<file path="config.mk">
export PLATFORM = sky130hd
export DESIGN_NAME = l2_loss_with_gradient_flat
export DESIGN_NICKNAME = d
export VERILOG_FILES = /design/src/hw/rtl/l2lg_pkg.sv /design/src/hw/rtl/l2lg_ifs.sv /design/src/hw/rtl/l2lg_fifo.sv /design/src/hw/rtl/l2lg_front.sv /design/src/hw/rtl/l2lg_div.sv /design/src/hw/rtl/l2lg_back.sv /design/src/hw/rtl/l2_loss_with_gradient.sv /design/src/flat_wrapper.sv
export VERILOG_INCLUDE_DIRS = /design/src /design/src/hw/rtl
export SDC_FILE = /design/constraint.sdc
export NUM_CORES = 1
export LEC_CHECK = 0
export BUFFER_PORTS_ARGS = -buffer_cell sky130_fd_sc_hd__buf_2
export CAP_MARGIN = 15
export CORE_ASPECT_RATIO = 0.75
export CORE_MARGIN = 2
export CORE_UTILIZATION = 57
export DETAILED_ROUTE_END_ITERATION = 12
export PLACE_DENSITY = 0.85
export SLEW_MARGIN = 20
export SYNTH_ARGS = -nofsm -noshare
export SYNTH_HDL_FRONTEND = slang
export SYNTH_SLANG_ARGS = --single-unit
</file>
<file path="constraint.sdc">
create_clock -name clk -period 7.8 [get_ports clk]
set_input_delay 1.17 -clock clk [delete_from_list [all_inputs] [get_ports clk]]
set_output_delay 1.17 -clock clk [all_outputs]
set_load 0.05 [all_outputs]
</file>
<file path="src/hw/rtl/l2_loss_with_gradient_macros.svh">
// Assertion macros for the L2 loss block.
// Included by the top level; expects signals clk and rst in the including scope.
`ifndef L2_LOSS_WITH_GRADIENT_MACROS_SVH
`define L2_LOSS_WITH_GRADIENT_MACROS_SVH

`ifndef SYNTH
`define L2LG_ASSERT_IMPLY(lbl, ante, cons, msg) \
  lbl: assert property (@(posedge clk) disable iff (rst) (ante) |-> (cons)) else $error(msg);
`define L2LG_ASSERT_NEXT(lbl, ante, cons, msg) \
  lbl: assert property (@(posedge clk) disable iff (rst) (ante) |=> (cons)) else $error(msg);
`else
`define L2LG_ASSERT_IMPLY(lbl, ante, cons, msg)
`define L2LG_ASSERT_NEXT(lbl, ante, cons, msg)
`endif

`endif

</file>
<file path="src/hw/rtl/l2lg_pkg.sv">
// Shared widths, register codes and queue entry type of the L2 loss block.
// No dependencies.
package l2lg_pkg;
  localparam int DATA_W    = 16;
  localparam int GRAD_W    = 17;
  localparam int MAG_W     = 16;
  localparam int HSQ_W     = 31;
  localparam int LOSS_W    = 44;
  localparam int BSUM_W    = 52;
  localparam int SSIZE_W   = 13;
  localparam int BSIZE_W   = 9;
  localparam int CFG_W     = 13;
  localparam int CFG_IDX_W = 1;

  localparam logic [CFG_IDX_W-1:0] REG_SAMPLE_SIZE = 1'b0;
  localparam logic [CFG_IDX_W-1:0] REG_BATCH_SIZE  = 1'b1;

  localparam logic [LOSS_W-1:0] LOSS_MAX = '1;
  localparam logic [BSUM_W-1:0] BSUM_MAX = '1;

  typedef struct packed {
    logic signed [GRAD_W-1:0] gradient;
    logic                     sample_end;
    logic                     batch_end;
  } l2lg_entry_t;
endpackage

</file>
<file path="src/hw/rtl/l2lg_ifs.sv">
// Valid/ready channel interfaces for the element stream and the result stream.
// Depends on l2lg_pkg.
interface l2lg_item_if;
  import l2lg_pkg::*;
  logic                     valid;
  logic                     ready;
  logic signed [DATA_W-1:0] predicted;
  logic signed [DATA_W-1:0] target;
  modport source(output valid, output predicted, output target, input ready);
  modport sink(input valid, input predicted, input target, output ready);
endinterface

interface l2lg_result_if;
  import l2lg_pkg::*;
  logic                     valid;
  logic                     ready;
  logic signed [GRAD_W-1:0] gradient;
  logic                     sample_end;
  logic [LOSS_W-1:0]        sample_loss;
  logic                     batch_end;
  logic [LOSS_W-1:0]        mean_loss;
  modport source(output valid, output gradient, output sample_end, output sample_loss,
                 output batch_end, output mean_loss, input ready);
  modport sink(input valid, input gradient, input sample_end, input sample_loss,
               input batch_end, input mean_loss, output ready);
endinterface

</file>
<file path="src/hw/rtl/l2lg_fifo.sv">
// Short register queue between the front and back parts.
// Depends on l2lg_pkg.
module l2lg_fifo #(
  parameter int DEPTH = 4
) (
  input  logic                  clk,
  input  logic                  rst,
  input  logic                  push,
  input  l2lg_pkg::l2lg_entry_t push_data,
  input  logic                  pop,
  output l2lg_pkg::l2lg_entry_t head,
  output logic                  full,
  output logic                  empty
);
  import l2lg_pkg::*;

  localparam int AW = (DEPTH > 1) ? $clog2(DEPTH) : 1;
  localparam int CW = $clog2(DEPTH + 1);

  l2lg_entry_t   slots [DEPTH];
  logic [AW-1:0] wr_ptr;
  logic [AW-1:0] rd_ptr;
  logic [CW-1:0] count;

  assign full  = (count == CW'(DEPTH));
  assign empty = (count == '0);
  assign head  = slots[rd_ptr];

  always_ff @(posedge clk) begin
    if (push) begin
      slots[wr_ptr] <= push_data;
    end
  end

  always_ff @(posedge clk) begin
    if (rst) begin
      wr_ptr <= '0;
      rd_ptr <= '0;
      count  <= '0;
    end else begin
      if (push) begin
        wr_ptr <= (wr_ptr == AW'(DEPTH - 1)) ? '0 : wr_ptr + 1'b1;
      end
      if (pop) begin
        rd_ptr <= (rd_ptr == AW'(DEPTH - 1)) ? '0 : rd_ptr + 1'b1;
      end
      if (push && !pop) begin
        count <= count + 1'b1;
      end else if (pop && !push) begin
        count <= count - 1'b1;
      end
    end
  end
endmodule

</file>
<file path="src/hw/rtl/l2lg_front.sv">
// Front part: accepts elements, forms the gradient and marks sample and batch ends.
// Depends on l2lg_pkg and l2lg_item_if.
module l2lg_front #(
  parameter int MAX_SAMPLE_ELEMENTS = 4096,
  parameter int MAX_BATCH           = 256
) (
  input  logic                                clk,
  input  logic                                rst,
  input  logic [l2lg_pkg::SSIZE_W-1:0]        sample_size,
  input  logic [l2lg_pkg::BSIZE_W-1:0]        batch_size,
  l2lg_item_if.sink                           item,
  input  logic                                full,
  output logic                                push,
  output l2lg_pkg::l2lg_entry_t               entry,
  output logic [$clog2(MAX_BATCH + 1)-1:0]    divisor
);
  import l2lg_pkg::*;

  localparam int ECW   = $clog2(MAX_SAMPLE_ELEMENTS + 1);
  localparam int BCW   = $clog2(MAX_BATCH + 1);
  localparam int SCMPW = (ECW > SSIZE_W) ? ECW : SSIZE_W;
  localparam int BCMPW = (BCW > BSIZE_W) ? BCW : BSIZE_W;

  logic [ECW-1:0]   element_count;
  logic [ECW-1:0]   ec_inc;
  logic [BCW-1:0]   sample_count;
  logic [BCW-1:0]   sc_inc;
  logic [SCMPW-1:0] ss_ext;
  logic [SCMPW-1:0] eff_s;
  logic [BCMPW-1:0] bs_ext;
  logic [BCMPW-1:0] eff_b;
  logic             s_end;
  logic             b_end;

  // Clamp sizes: zero acts as one, oversize acts as the maximum.
  assign ss_ext = SCMPW'(sample_size);
  assign bs_ext = BCMPW'(batch_size);

  always_comb begin
    priority if (ss_ext == '0) begin
      eff_s = SCMPW'(1);
    end else if (ss_ext > SCMPW'(MAX_SAMPLE_ELEMENTS)) begin
      eff_s = SCMPW'(MAX_SAMPLE_ELEMENTS);
    end else begin
      eff_s = ss_ext;
    end
  end

  always_comb begin
    priority if (bs_ext == '0) begin
      eff_b = BCMPW'(1);
    end else if (bs_ext > BCMPW'(MAX_BATCH)) begin
      eff_b = BCMPW'(MAX_BATCH);
    end else begin
      eff_b = bs_ext;
    end
  end

  assign divisor = BCW'(eff_b);

  assign ec_inc = element_count + 1'b1;
  assign sc_inc = sample_count + 1'b1;
  assign s_end  = (SCMPW'(ec_inc) >= eff_s);
  assign b_end  = s_end && (BCMPW'(sc_inc) >= eff_b);

  assign item.ready = !full;
  assign push       = item.valid && !full;

  assign entry.gradient   = $signed(GRAD_W'(item.predicted)) - $signed(GRAD_W'(item.target));
  assign entry.sample_end = s_end;
  assign entry.batch_end  = b_end;

  always_ff @(posedge clk) begin
    if (rst) begin
      element_count <= '0;
      sample_count  <= '0;
    end else if (push) begin
      element_count <= s_end ? '0 : ec_inc;
      if (b_end) begin
        sample_count <= '0;
      end else if (s_end) begin
        sample_count <= sc_inc;
      end
    end
  end
endmodule

</file>
<file path="src/hw/rtl/l2lg_div.sv">
// Restoring divider, one quotient bit per cycle, for the batch mean.
// Depends on l2lg_pkg.
module l2lg_div #(
  parameter int DVW = 9
) (
  input  logic                         clk,
  input  logic                         rst,
  input  logic                         start,
  input  logic [l2lg_pkg::BSUM_W-1:0]  dividend,
  input  logic [DVW-1:0]               divisor,
  output logic                         busy,
  output logic [l2lg_pkg::BSUM_W-1:0]  quotient
);
  import l2lg_pkg::*;

  localparam int CNT_W = $clog2(BSUM_W + 1);

  logic [DVW-1:0]   rem;
  logic [CNT_W-1:0] cnt;
  logic [DVW:0]     trial;
  logic [DVW:0]     diff;
  logic             ge;

  assign trial = {rem, quotient[BSUM_W-1]};
  assign ge    = (trial >= {1'b0, divisor});
  assign diff  = trial - {1'b0, divisor};

  always_ff @(posedge clk) begin
    if (start) begin
      quotient <= dividend;
      rem      <= '0;
    end else if (busy) begin
      quotient <= {quotient[BSUM_W-2:0], ge};
      rem      <= ge ? diff[DVW-1:0] : trial[DVW-1:0];
    end
  end

  always_ff @(posedge clk) begin
    if (rst) begin
      busy <= 1'b0;
      cnt  <= '0;
    end else if (start) begin
      busy <= 1'b1;
      cnt  <= CNT_W'(BSUM_W);
    end else if (busy) begin
      cnt <= cnt - 1'b1;
      if (cnt == CNT_W'(1)) begin
        busy <= 1'b0;
      end
    end
  end
endmodule

</file>
<file path="src/hw/rtl/l2lg_back.sv">
// Back part: squares, accumulates sample and batch sums, launches the mean division.
// Depends on l2lg_pkg and l2lg_result_if.
module l2lg_back (
  input  logic                         clk,
  input  logic                         rst,
  input  logic                         empty,
  input  l2lg_pkg::l2lg_entry_t        head,
  output logic                         pop,
  output logic                         div_start,
  output logic [l2lg_pkg::BSUM_W-1:0]  div_dividend,
  input  logic                         div_busy,
  input  logic [l2lg_pkg::BSUM_W-1:0]  div_quot,
  l2lg_result_if.source                result
);
  import l2lg_pkg::*;

  // square stage
  logic                     s1_valid;
  logic signed [GRAD_W-1:0] s1_grad;
  logic [HSQ_W-1:0]         s1_hsq;
  logic                     s1_send;
  logic                     s1_bend;
  // accumulate stage
  logic                     s2_valid;
  logic signed [GRAD_W-1:0] s2_grad;
  logic [LOSS_W-1:0]        s2_sloss;
  logic                     s2_send;
  logic                     s2_bend;
  logic                     s2_div;
  // accumulators
  logic [LOSS_W-1:0]        sample_sum;
  logic [BSUM_W-1:0]        batch_sum;

  logic signed [GRAD_W-1:0] abs_d;
  logic [MAG_W-1:0]         mag;
  logic [2*MAG_W-1:0]       sq;
  logic [LOSS_W:0]          sum_wide;
  logic [LOSS_W-1:0]        sum_sat;
  logic [BSUM_W:0]          bsum_wide;
  logic [BSUM_W-1:0]        bsum_sat;
  logic [LOSS_W-1:0]        mean_sat;
  logic                     out_free;
  logic                     s2_leave;
  logic                     s2_free;
  logic                     s1_move;

  assign abs_d = head.gradient[GRAD_W-1] ? -head.gradient : head.gradient;
  assign mag   = abs_d[MAG_W-1:0];
  assign sq    = (2*MAG_W)'(mag) * (2*MAG_W)'(mag);

  assign sum_wide = {1'b0, sample_sum} + (LOSS_W + 1)'(s1_hsq);
  assign sum_sat  = sum_wide[LOSS_W] ? LOSS_MAX : sum_wide[LOSS_W-1:0];

  assign bsum_wide = {1'b0, batch_sum} + (BSUM_W + 1)'(s2_sloss);
  assign bsum_sat  = bsum_wide[BSUM_W] ? BSUM_MAX : bsum_wide[BSUM_W-1:0];

  assign mean_sat = (|div_quot[BSUM_W-1:LOSS_W]) ? LOSS_MAX : div_quot[LOSS_W-1:0];

  assign out_free  = !result.valid || result.ready;
  assign s2_leave  = s2_valid && out_free && (!s2_bend || (s2_div && !div_busy));
  assign s2_free   = !s2_valid || s2_leave;
  assign s1_move   = s1_valid && s2_free;
  assign pop       = !empty && (!s1_valid || s1_move);
  assign div_start = s2_valid && s2_bend && !s2_div;
  assign div_dividend = bsum_sat;

  // payload registers
  always_ff @(posedge clk) begin
    if (pop) begin
      s1_grad <= head.gradient;
      s1_hsq  <= sq[2*MAG_W-1:1];
      s1_send <= head.sample_end;
      s1_bend <= head.batch_end;
    end
    if (s1_move) begin
      s2_grad  <= s1_grad;
      s2_send  <= s1_send;
      s2_bend  <= s1_bend;
      s2_sloss <= s1_send ? sum_sat : '0;
    end
    if (s2_leave) begin
      result.gradient    <= s2_grad;
      result.sample_end  <= s2_send;
      result.sample_loss <= s2_sloss;
      result.batch_end   <= s2_bend;
      result.mean_loss   <= s2_bend ? mean_sat : '0;
    end
  end

  always_ff @(posedge clk) begin
    if (rst) begin
      s1_valid     <= 1'b0;
      s2_valid     <= 1'b0;
      s2_div       <= 1'b0;
      result.valid <= 1'b0;
      sample_sum   <= '0;
      batch_sum    <= '0;
    end else begin
      if (pop) begin
        s1_valid <= 1'b1;
      end else if (s1_move) begin
        s1_valid <= 1'b0;
      end

      if (s1_move) begin
        s2_valid   <= 1'b1;
        sample_sum <= s1_send ? '0 : sum_sat;
      end else if (s2_leave) begin
        s2_valid <= 1'b0;
      end

      // batch total: fold in at sample end, hand to the divider at batch end
      if (div_start) begin
        s2_div    <= 1'b1;
        batch_sum <= '0;
      end else if (s2_leave) begin
        s2_div <= 1'b0;
        if (s2_send && !s2_bend) begin
          batch_sum <= bsum_sat;
        end
      end

      if (s2_leave) begin
        result.valid <= 1'b1;
      end else if (result.ready) begin
        result.valid <= 1'b0;
      end
    end
  end
endmodule

</file>
<file path="src/hw/rtl/l2_loss_with_gradient.sv">
// Path: an element passes through the queue, the square stage, the accumulate stage
//   and result register; a batch end waits on the 52-step bit-serial mean divider.
// Throughput: one element per cycle between batch ends unless the output stalls;
//   a batch end holds the back part for the division, and the 4-entry queue plus
//   the square stage take up to five more elements before ready drops.
// Reset (rst, synchronous): sizes return to 1, counters and sums clear, queue empties.
`include "l2_loss_with_gradient_macros.svh"

module l2_loss_with_gradient #(
  parameter int MAX_SAMPLE_ELEMENTS = 4096,
  parameter int MAX_BATCH           = 256
) (
  input  logic                            clk,
  input  logic                            rst,
  input  logic                            cfg_we,
  input  logic [l2lg_pkg::CFG_IDX_W-1:0]  cfg_index,
  input  logic [l2lg_pkg::CFG_W-1:0]      cfg_data,
  l2lg_item_if.sink                       item,
  l2lg_result_if.source                   result
);
  import l2lg_pkg::*;

  localparam int BCW = $clog2(MAX_BATCH + 1);

  // configuration registers
  logic [SSIZE_W-1:0] sample_size;
  logic [BSIZE_W-1:0] batch_size;

  // front to queue
  logic               q_push;
  logic               q_pop;
  logic               q_full;
  logic               q_empty;
  l2lg_entry_t        q_in;
  l2lg_entry_t        q_head;

  // back to divider
  logic [BCW-1:0]     divisor;
  logic               div_start;
  logic               div_busy;
  logic [BSUM_W-1:0]  div_dividend;
  logic [BSUM_W-1:0]  div_quot;

  // Configuration writes land directly; the user must write while idle (unchecked).
  always_ff @(posedge clk) begin
    if (rst) begin
      sample_size <= SSIZE_W'(1);
      batch_size  <= BSIZE_W'(1);
    end else if (cfg_we) begin
      unique case (cfg_index)
        REG_SAMPLE_SIZE: sample_size <= cfg_data[SSIZE_W-1:0];
        REG_BATCH_SIZE:  batch_size  <= cfg_data[BSIZE_W-1:0];
        default:         sample_size <= sample_size;
      endcase
    end
  end

  // Front: take one element per transfer, compute the gradient, tag the ends.
  l2lg_front #(
    .MAX_SAMPLE_ELEMENTS(MAX_SAMPLE_ELEMENTS),
    .MAX_BATCH(MAX_BATCH)
  ) u_front (
    .clk(clk),
    .rst(rst),
    .sample_size(sample_size),
    .batch_size(batch_size),
    .item(item),
    .full(q_full),
    .push(q_push),
    .entry(q_in),
    .divisor(divisor)
  );

  // Queue: decouple the front from a back part stalled on division or output.
  l2lg_fifo #(
    .DEPTH(4)
  ) u_fifo (
    .clk(clk),
    .rst(rst),
    .push(q_push),
    .push_data(q_in),
    .pop(q_pop),
    .head(q_head),
    .full(q_full),
    .empty(q_empty)
  );

  // Back: square, accumulate with saturation, drive the result register.
  l2lg_back u_back (
    .clk(clk),
    .rst(rst),
    .empty(q_empty),
    .head(q_head),
    .pop(q_pop),
    .div_start(div_start),
    .div_dividend(div_dividend),
    .div_busy(div_busy),
    .div_quot(div_quot),
    .result(result)
  );

  // Mean divider: batch total over effective batch size.
  l2lg_div #(
    .DVW(BCW)
  ) u_div (
    .clk(clk),
    .rst(rst),
    .start(div_start),
    .dividend(div_dividend),
    .divisor(divisor),
    .busy(div_busy),
    .quotient(div_quot)
  );

  `L2LG_ASSERT_IMPLY(a_batch_in_sample, result.valid && result.batch_end, result.sample_end, "batch end outside sample end")
  `L2LG_ASSERT_IMPLY(a_loss_only_at_end, result.valid && !result.sample_end, result.sample_loss == '0, "sample loss off sample end")
  `L2LG_ASSERT_IMPLY(a_div_idle_start, div_start, !div_busy, "divider started while busy")
  `L2LG_ASSERT_NEXT(a_div_runs, div_start, div_busy, "divider failed to run")
endmodule
</file>
<file path="src/flat_wrapper.sv">
// flat-port wrapper written by rule: the top's interface ports become plain ports
module l2_loss_with_gradient_flat import l2lg_pkg::*;
#(
  parameter int MAX_SAMPLE_ELEMENTS = 4096,
  parameter int MAX_BATCH           = 256
)
  (clk, rst, cfg_we, cfg_index, cfg_data, item_valid, item_predicted, item_target, item_ready, result_valid, result_gradient, result_sample_end, result_sample_loss, result_batch_end, result_mean_loss, result_ready);
  l2lg_item_if item_i ();
  l2lg_result_if result_i ();
  input  logic clk;
  input  logic rst;
  input  logic cfg_we;
  input  logic [l2lg_pkg::CFG_IDX_W-1:0] cfg_index;
  input  logic [l2lg_pkg::CFG_W-1:0] cfg_data;
  input wire logic [$bits(item_i.valid)-1:0] item_valid;
  input wire logic [$bits(item_i.predicted)-1:0] item_predicted;
  input wire logic [$bits(item_i.target)-1:0] item_target;
  output wire logic [$bits(item_i.ready)-1:0] item_ready;
  output wire logic [$bits(result_i.valid)-1:0] result_valid;
  output wire logic [$bits(result_i.gradient)-1:0] result_gradient;
  output wire logic [$bits(result_i.sample_end)-1:0] result_sample_end;
  output wire logic [$bits(result_i.sample_loss)-1:0] result_sample_loss;
  output wire logic [$bits(result_i.batch_end)-1:0] result_batch_end;
  output wire logic [$bits(result_i.mean_loss)-1:0] result_mean_loss;
  input wire logic [$bits(result_i.ready)-1:0] result_ready;
  assign item_i.valid = item_valid;
  assign item_i.predicted = item_predicted;
  assign item_i.target = item_target;
  assign item_ready = item_i.ready;
  assign result_valid = result_i.valid;
  assign result_gradient = result_i.gradient;
  assign result_sample_end = result_i.sample_end;
  assign result_sample_loss = result_i.sample_loss;
  assign result_batch_end = result_i.batch_end;
  assign result_mean_loss = result_i.mean_loss;
  assign result_i.ready = result_ready;
  l2_loss_with_gradient #(.MAX_SAMPLE_ELEMENTS(MAX_SAMPLE_ELEMENTS), .MAX_BATCH(MAX_BATCH)) u_core (.clk(clk), .rst(rst), .cfg_we(cfg_we), .cfg_index(cfg_index), .cfg_data(cfg_data), .item(item_i), .result(result_i));
endmodule
</file>
==> metrics.txt, run 1 <==
required time worst endpoint 8140 ps; Post-synth EDFFs 347; register area share after synthesis a little over two fifths; area of the core 0.0557 mm²; MaxCap Viol Count 0; CP Capture Type flip-flop; layout cells sized above 1 between 10% and 20%; f_max 117 MHz; Syn Nets 3546; synth warn 0; initial core utilization 57.5%; Synth area leader edfxtp_1; clock tree buffer depth 3; Iter 0 DRT Violations 3075; flops & latches, synth slightly above 500; worst hold slack 419 ps; first-pass GRT wire length around 130000 µm; CP max-delay cell mux4_2; RSZ-0062 raised after global routing yes; Total GRT Usage 28.5%; Vias/cell ~6.1; routed len/inst approximately 21 µm; PnR worst setup slack -775 ps; Slew Limit Fails 0; Syn Std Cell Area ~0.032 mm²; Die X 278 µm; clk sinks 516; die height approximately 210 µm; top_reg_cell synth edfxtp_1; WL final 86800 µm; vias in the first global route roughly 25000; largest net degree at the start of global routing 90; GP Congestion 0.966; antenna-violating nets left 0; cts bufs inserted 49; worst-margin pin slew approximately 1200 ps; Clock Latency Late Sink between 600 and 700 ps; max_slew headroom approximately 23%; Critical Path Start Type flip-flop; Commonest cells post-synth edfxtp_1, inv_1, nand2_1, nor2_1, ha_1; Post-Syn Instances 3099; Synth-to-Final Area Change 16.0%; Layout Skew ~33 ps; Via Count 25400; initial antenna violation count 3; IO Pins 160; run status finished with violations; die area approximately 0.058 mm²; setup TNS -9300 ps; n_diodes 0; Final HPWL DP ~57000 µm; Port Buffers roughly 160; Avg Cell Area, Syn 10.3 µm²; TritonRoute pass-1 iters 6; clock transition at the registers of the reported paths 70 ps; # rows 75; CTS tree yes; pre-CTS WS -759 ps; Yosys top cell area share around a third; Post-route DRC 0; fin crit period approximately 8600 ps; clk root buf clkbuf_16; Period Utilization, post-route 110%; Final Setup Violations 19; crit path max fanout 7; Final Hold Viols 0; Synth cell types 85; gr ovfl total 0; Worst Path Arrival about 8900 ps; failing checks negative setup slack; H-tree levels 2; kind of critical path reg2reg; final net count 3845; max incr delay on CP 540 ps; HP Class reg2reg; most numerous cell in the Yosys netlist edfxtp_1; asr flop ratio synth 0%; fin util between 60 and 70%; dominant cells by area after synthesis edfxtp_1, dfxtp_1, fa_1
## cells in the final DEF, fill, tap and decap left out, types with 15 or more instances in the layout
| master | n |
|---|---|
| fa_1 | 162 |
| buf_6 | 15 |
| mux4_2 | 18 |
| o211ai_1 | 15 |
| a21o_1 | 60 |
| and3_1 | 32 |
| inv_2 | 24 |
| ha_1 | 214 |
| o21bai_1 | 17 |
| nand4_1 | 16 |
| edfxtp_1 | 347 |
| nand3_1 | 28 |
| nor3_1 | 38 |
| a211oi_1 | 41 |
| a21boi_0 | 15 |
| or3_1 | 15 |
| a31oi_1 | 33 |
| inv_1 | 288 |
| nand2b_1 | 20 |
| nand2_1 | 298 |
| o21a_1 | 64 |
| xor2_1 | 55 |
| xnor2_1 | 84 |
| o21ai_0 | 157 |
| dfxtp_1 | 167 |
| clkbuf_16 | 50 |
| nor2b_1 | 43 |
| buf_4 | 185 |
| nor2_1 | 259 |
| buf_2 | 159 |
| a21oi_1 | 191 |
## cells by family after synthesis
| group | count (synthesis) | share of synthesized area (%) |
|---|---|---|
| compound gates | 724 | 14.3 |
| xor+xnor | 153 | 4.26 |
| fa+ha+maj | 396 | 19.4 |
| buf+inv | 431 | 5.11 |
| flops | 516 | 43.1 |
| mux | 32 | 1.71 |
| simple gates | 847 | 12.1 |
## metal layers
layer | track usage (%) | vias to the layer above | routed length, µm
li1 | - | 11500 | -
met1 | 38.5 | 12100 | 33700
met2 | 46.3 | 1459 | 40100
met3 | 5.49 | 321 | 9180
met4 | 10.3 | 6 | 3770
met5 | 0 | - | 40
## registers in the layout, indices dropped and copies added, names as in the netlist, 2 cells and up, named ones only
register,flops
u_core.u_fifo.slots,76
u_core.u_back.batch_sum,52
u_core.u_div.quotient,52
u_core.u_back.result.mean_loss,44
u_core.u_back.result.sample_loss,44
u_core.u_back.s2_sloss,44
u_core.u_back.sample_sum,44
u_core.u_back.s1_hsq,30
u_core.u_back.result.gradient,17
u_core.u_back.s1_grad,17
u_core.u_back.s2_grad,17
u_core.sample_size,13
u_core.u_front.element_count,13
u_core.batch_size,9
u_core.u_div.rem,9
u_core.u_front.sample_count,9
u_core.u_div.cnt,6
u_core.u_fifo.count,3
u_core.u_fifo.rd_ptr,2
u_core.u_fifo.wr_ptr,2
## final timing paths
check | startpoint | to | slack, ps | cells past startpoint
worst min-delay path | u_core.u_back.s2_grad[5] | u_core.u_back.result.gradient[5] | 420 | 0
worst max-delay path | flip-flop | u_core.u_back.s1_hsq[26] | -770 | 32
worst max register to register | flip-flop | u_core.u_back.s1_hsq[26] | -770 | 32
worst min register to register | u_core.u_back.s2_grad[5] | u_core.u_back.result.gradient[5] | 420 | 0
## critical path, delay by kind of cell (launching register included)
family,cells,cell delay [ps]
compound gates,3,510
xor+xnor,2,300
fa+ha+maj,7,3270
buf+inv,11,1260
flops,1,370
mux,1,540
simple gates,8,2030
## layout make-up
type	instances	area, µm²
sequential	516	13800
timing repair buffer	359	2350
tap	731	915
multi-input combinational	2152	17300
clock inverter	25	279
clock buffer	67	1370
inverter	320	1220
fill	3873	18500
## timing repair
item | CTS | global route
endpoints found under the setup margin | 16 | 19
setup buffers | 24 | 16
resized for setup | 51 | 61
pin swaps | 39 | 56
hold buffers | 0 | 0
## metrics by stage
stage	area, µm²	instances
2_1_floorplan	32300	3099
3_3_place_gp	34800	4042
3_5_place_dp	34800	4042
4_1_cts	36900	4157
5_1_grt	37200	4170
6_report	37200	4170
Power of run 1 is not shown: default switching activity piles up to over one toggle a cycle in this logic, so the estimate is an artifact.
==> inputs of run 2 (changes only) <==
CORE_UTILIZATION = 40   (was 57)
PLACE_DENSITY = 0.65   (was 0.85)
==> run 2 against run 1 <==
The run still ends with negative setup slack left. First-iteration DRC count shrank 43%. Design area grew 0.93%. Non-clock buffer count shrank 5. Clock-buffer cell count grew 10. Cell count grew 7.6%. Setup slack gained 370 ps. Core utilization shrank 19 points.
==> metrics.txt, run 2 (synthesis gave the netlist of run 1 again) <==
Reg area 0.0138 mm² (about the same); Vias/cell 5.25 (-14%); # rows 89 (+19%); Largest Register u_core.u_fifo.slots; area of the core 0.0790 mm² (+42%); TritonRoute pass-1 iters 5 (-1); Min-Delay Endpoint u_core.u_back.s2_grad[12]; antenna-violating nets left 0 (unchanged); Final Hold Viols 0 (unchanged); cts bufs inserted 54 (+10%); most frequent cells in the layout edfxtp_1, nand2_1, inv_1; Post-route DRC 0 (unchanged); Die X 331 µm (+19%); Total GRT Usage 18.6% (-9.9 points); biggest regs u_core.u_fifo.slots x76, u_core.u_back.batch_sum x52, u_core.u_div.quotient x52; Via Count 23500 (-7.2%); CTS tree yes; Worst Hold Launch u_core.u_back.s1_grad[12]; initial antenna violation count 2 (-1); gr ovfl total 0 (unchanged); initial core utilization 40.6% (-17 points); fin crit period 8210 ps (-367 ps); Final Setup Violations 11 (-8); clock transition at the registers of the reported paths 60 ps (about the same); worst-margin pin slew 1020 ps (-134 ps); required time worst endpoint 8260 ps (+120 ps); Slew Limit Fails 0 (unchanged); max_slew headroom 31.7% (+9.0 points); Worst Path Arrival 8660 ps (-260 ps); reg-to-reg slack, setup -410 ps (+370 ps); fill count 7199 (+86%); Hold Path Stages 0 (unchanged); cell mode on critical path fa_1; fin util 47.5% (-19 points); Multi-input gate area 0.0171 mm² (-0.66%); layout cells sized above 1 17.3% (-0.49 points); run status finished with violations; die height 249 µm (+19%); die area 0.0824 mm² (+42%); clk sinks 516 (unchanged); most common cell after layout, fill and taps aside edfxtp_1; vias in the first global route 22900 (-8.2%); max incr delay on CP 530 ps (about the same); CP Capture Type flip-flop; f_max 122 MHz (+4.5%); PnR worst setup slack -408 ps (+367 ps); WL final 76900 µm (-11%); HP Class reg2reg; CP max-delay cell mux4_2; final net count 3845 (unchanged); clock tree buffer depth 3 (unchanged); Worst Reg-to-Reg Cells 30 (-6.3%); n_diodes 0 (unchanged); FF-to-FF End u_core.u_back.s1_hsq[28]; max reg flops 76 (unchanged); first-pass GRT wire length 123000 µm (-7.0%); GP Congestion 0.927 (-4.0%); routed len/inst 17.1 µm (-18%); Layout Skew 33.6 ps (+0.241 ps); kind of critical path reg2reg; Critical Path Start Type flip-flop; largest net degree at the start of global routing 77 (-14%); RSZ-0062 raised after global routing yes; Period Utilization, post-route 105% (-4.7 points); cell area after placement 0.0353 mm² (+1.3%); clk root buf clkbuf_16; failing checks negative setup slack; pre-CTS WS -673 ps (+86.3 ps); MaxCap Viol Count 0 (unchanged); H-tree levels 2 (unchanged); Synth-to-Final Area Change 17.1%; Iter 0 DRT Violations 1750 (-43%); Port Buffers 159 (unchanged); IO Pins 160 (unchanged); Final Cell Area 0.0375 mm² (+0.93%); Final HPWL DP 57900 µm (+1.0%); Clock Latency Late Sink 640 ps (about the same); crit path max fanout 4 (-3)
-- run 2: metrics by stage --
| stage | setup TNS (ps) | cells | hold WS [ps] |
|---|---|---|---|
| floorplan | -2270 | 3099 | 400 |
| global placement | -4260 | 4365 | 402 |
| detailed placement | -5820 | 4365 | 405 |
| CTS | -2830 | 4483 | 402 |
| global route | -7460 | 4489 | 410 |
| finish | -3080 | 4489 | 409 |
-- run 2: worst max-delay path: cells and delay by family (launching register included) --
| family | cells | cell delay (ps) |
|---|---|---|
| compound gates | 4 | 780 |
| xor+xnor | 2 | 410 |
| fa+ha+maj | 7 | 3090 |
| buf+inv | 7 | 750 |
| flops | 1 | 380 |
| mux | 1 | 530 |
| simple gates | 9 | 2110 |
-- run 2: final cells by class --
cell class | count | area share [%]
Inverter | 320 | 3.21
Tap cell | 1046 | 3.49
Clock buffer | 77 | 4.08
Multi-Input combinational cell | 2152 | 45.7
Timing Repair Buffer | 354 | 6.13
Clock inverter | 24 | 0.660
Sequential cell | 516 | 36.8
-- run 2: how the worst max path moves through the flow --
stage	startpoint	to	slack, ps
finish	flip-flop	u_core.u_back.s1_hsq[28]	-410
global route	flip-flop	u_core.u_back.s1_hsq[27]	-710
CTS	flip-flop	u_core.u_back.s1_hsq[30]	-430
detailed placement	flip-flop	u_core.u_back.s1_hsq[30]	-670
global placement	flip-flop	u_core.u_back.s1_hsq[30]	-550
floorplan	flip-flop	u_core.u_back.s1_hsq[27]	-400
-- run 2: repair_timing --
item / in CTS / in global routing
endpoints found under the setup margin: 16 / 19
pin swaps: 53 / 48
hold buffers: 0 / 0
gates resized for setup: 34 / 42
setup buffers: 17 / 6
-- run 2: routing by layer --
| layer | vias up | part of all wire (%) | track usage [%] |
|---|---|---|---|
| met5 | - | 0.017 | 0 |
| met3 | 99 | 6.6 | 3.42 |
| li1 | 11500 | - | - |
| met2 | 619 | 44 | 28.5 |
| met4 | 2 | 2.2 | 5.16 |
| met1 | 11400 | 47 | 26.9 |
Power of run 2 is left out for the same reason.
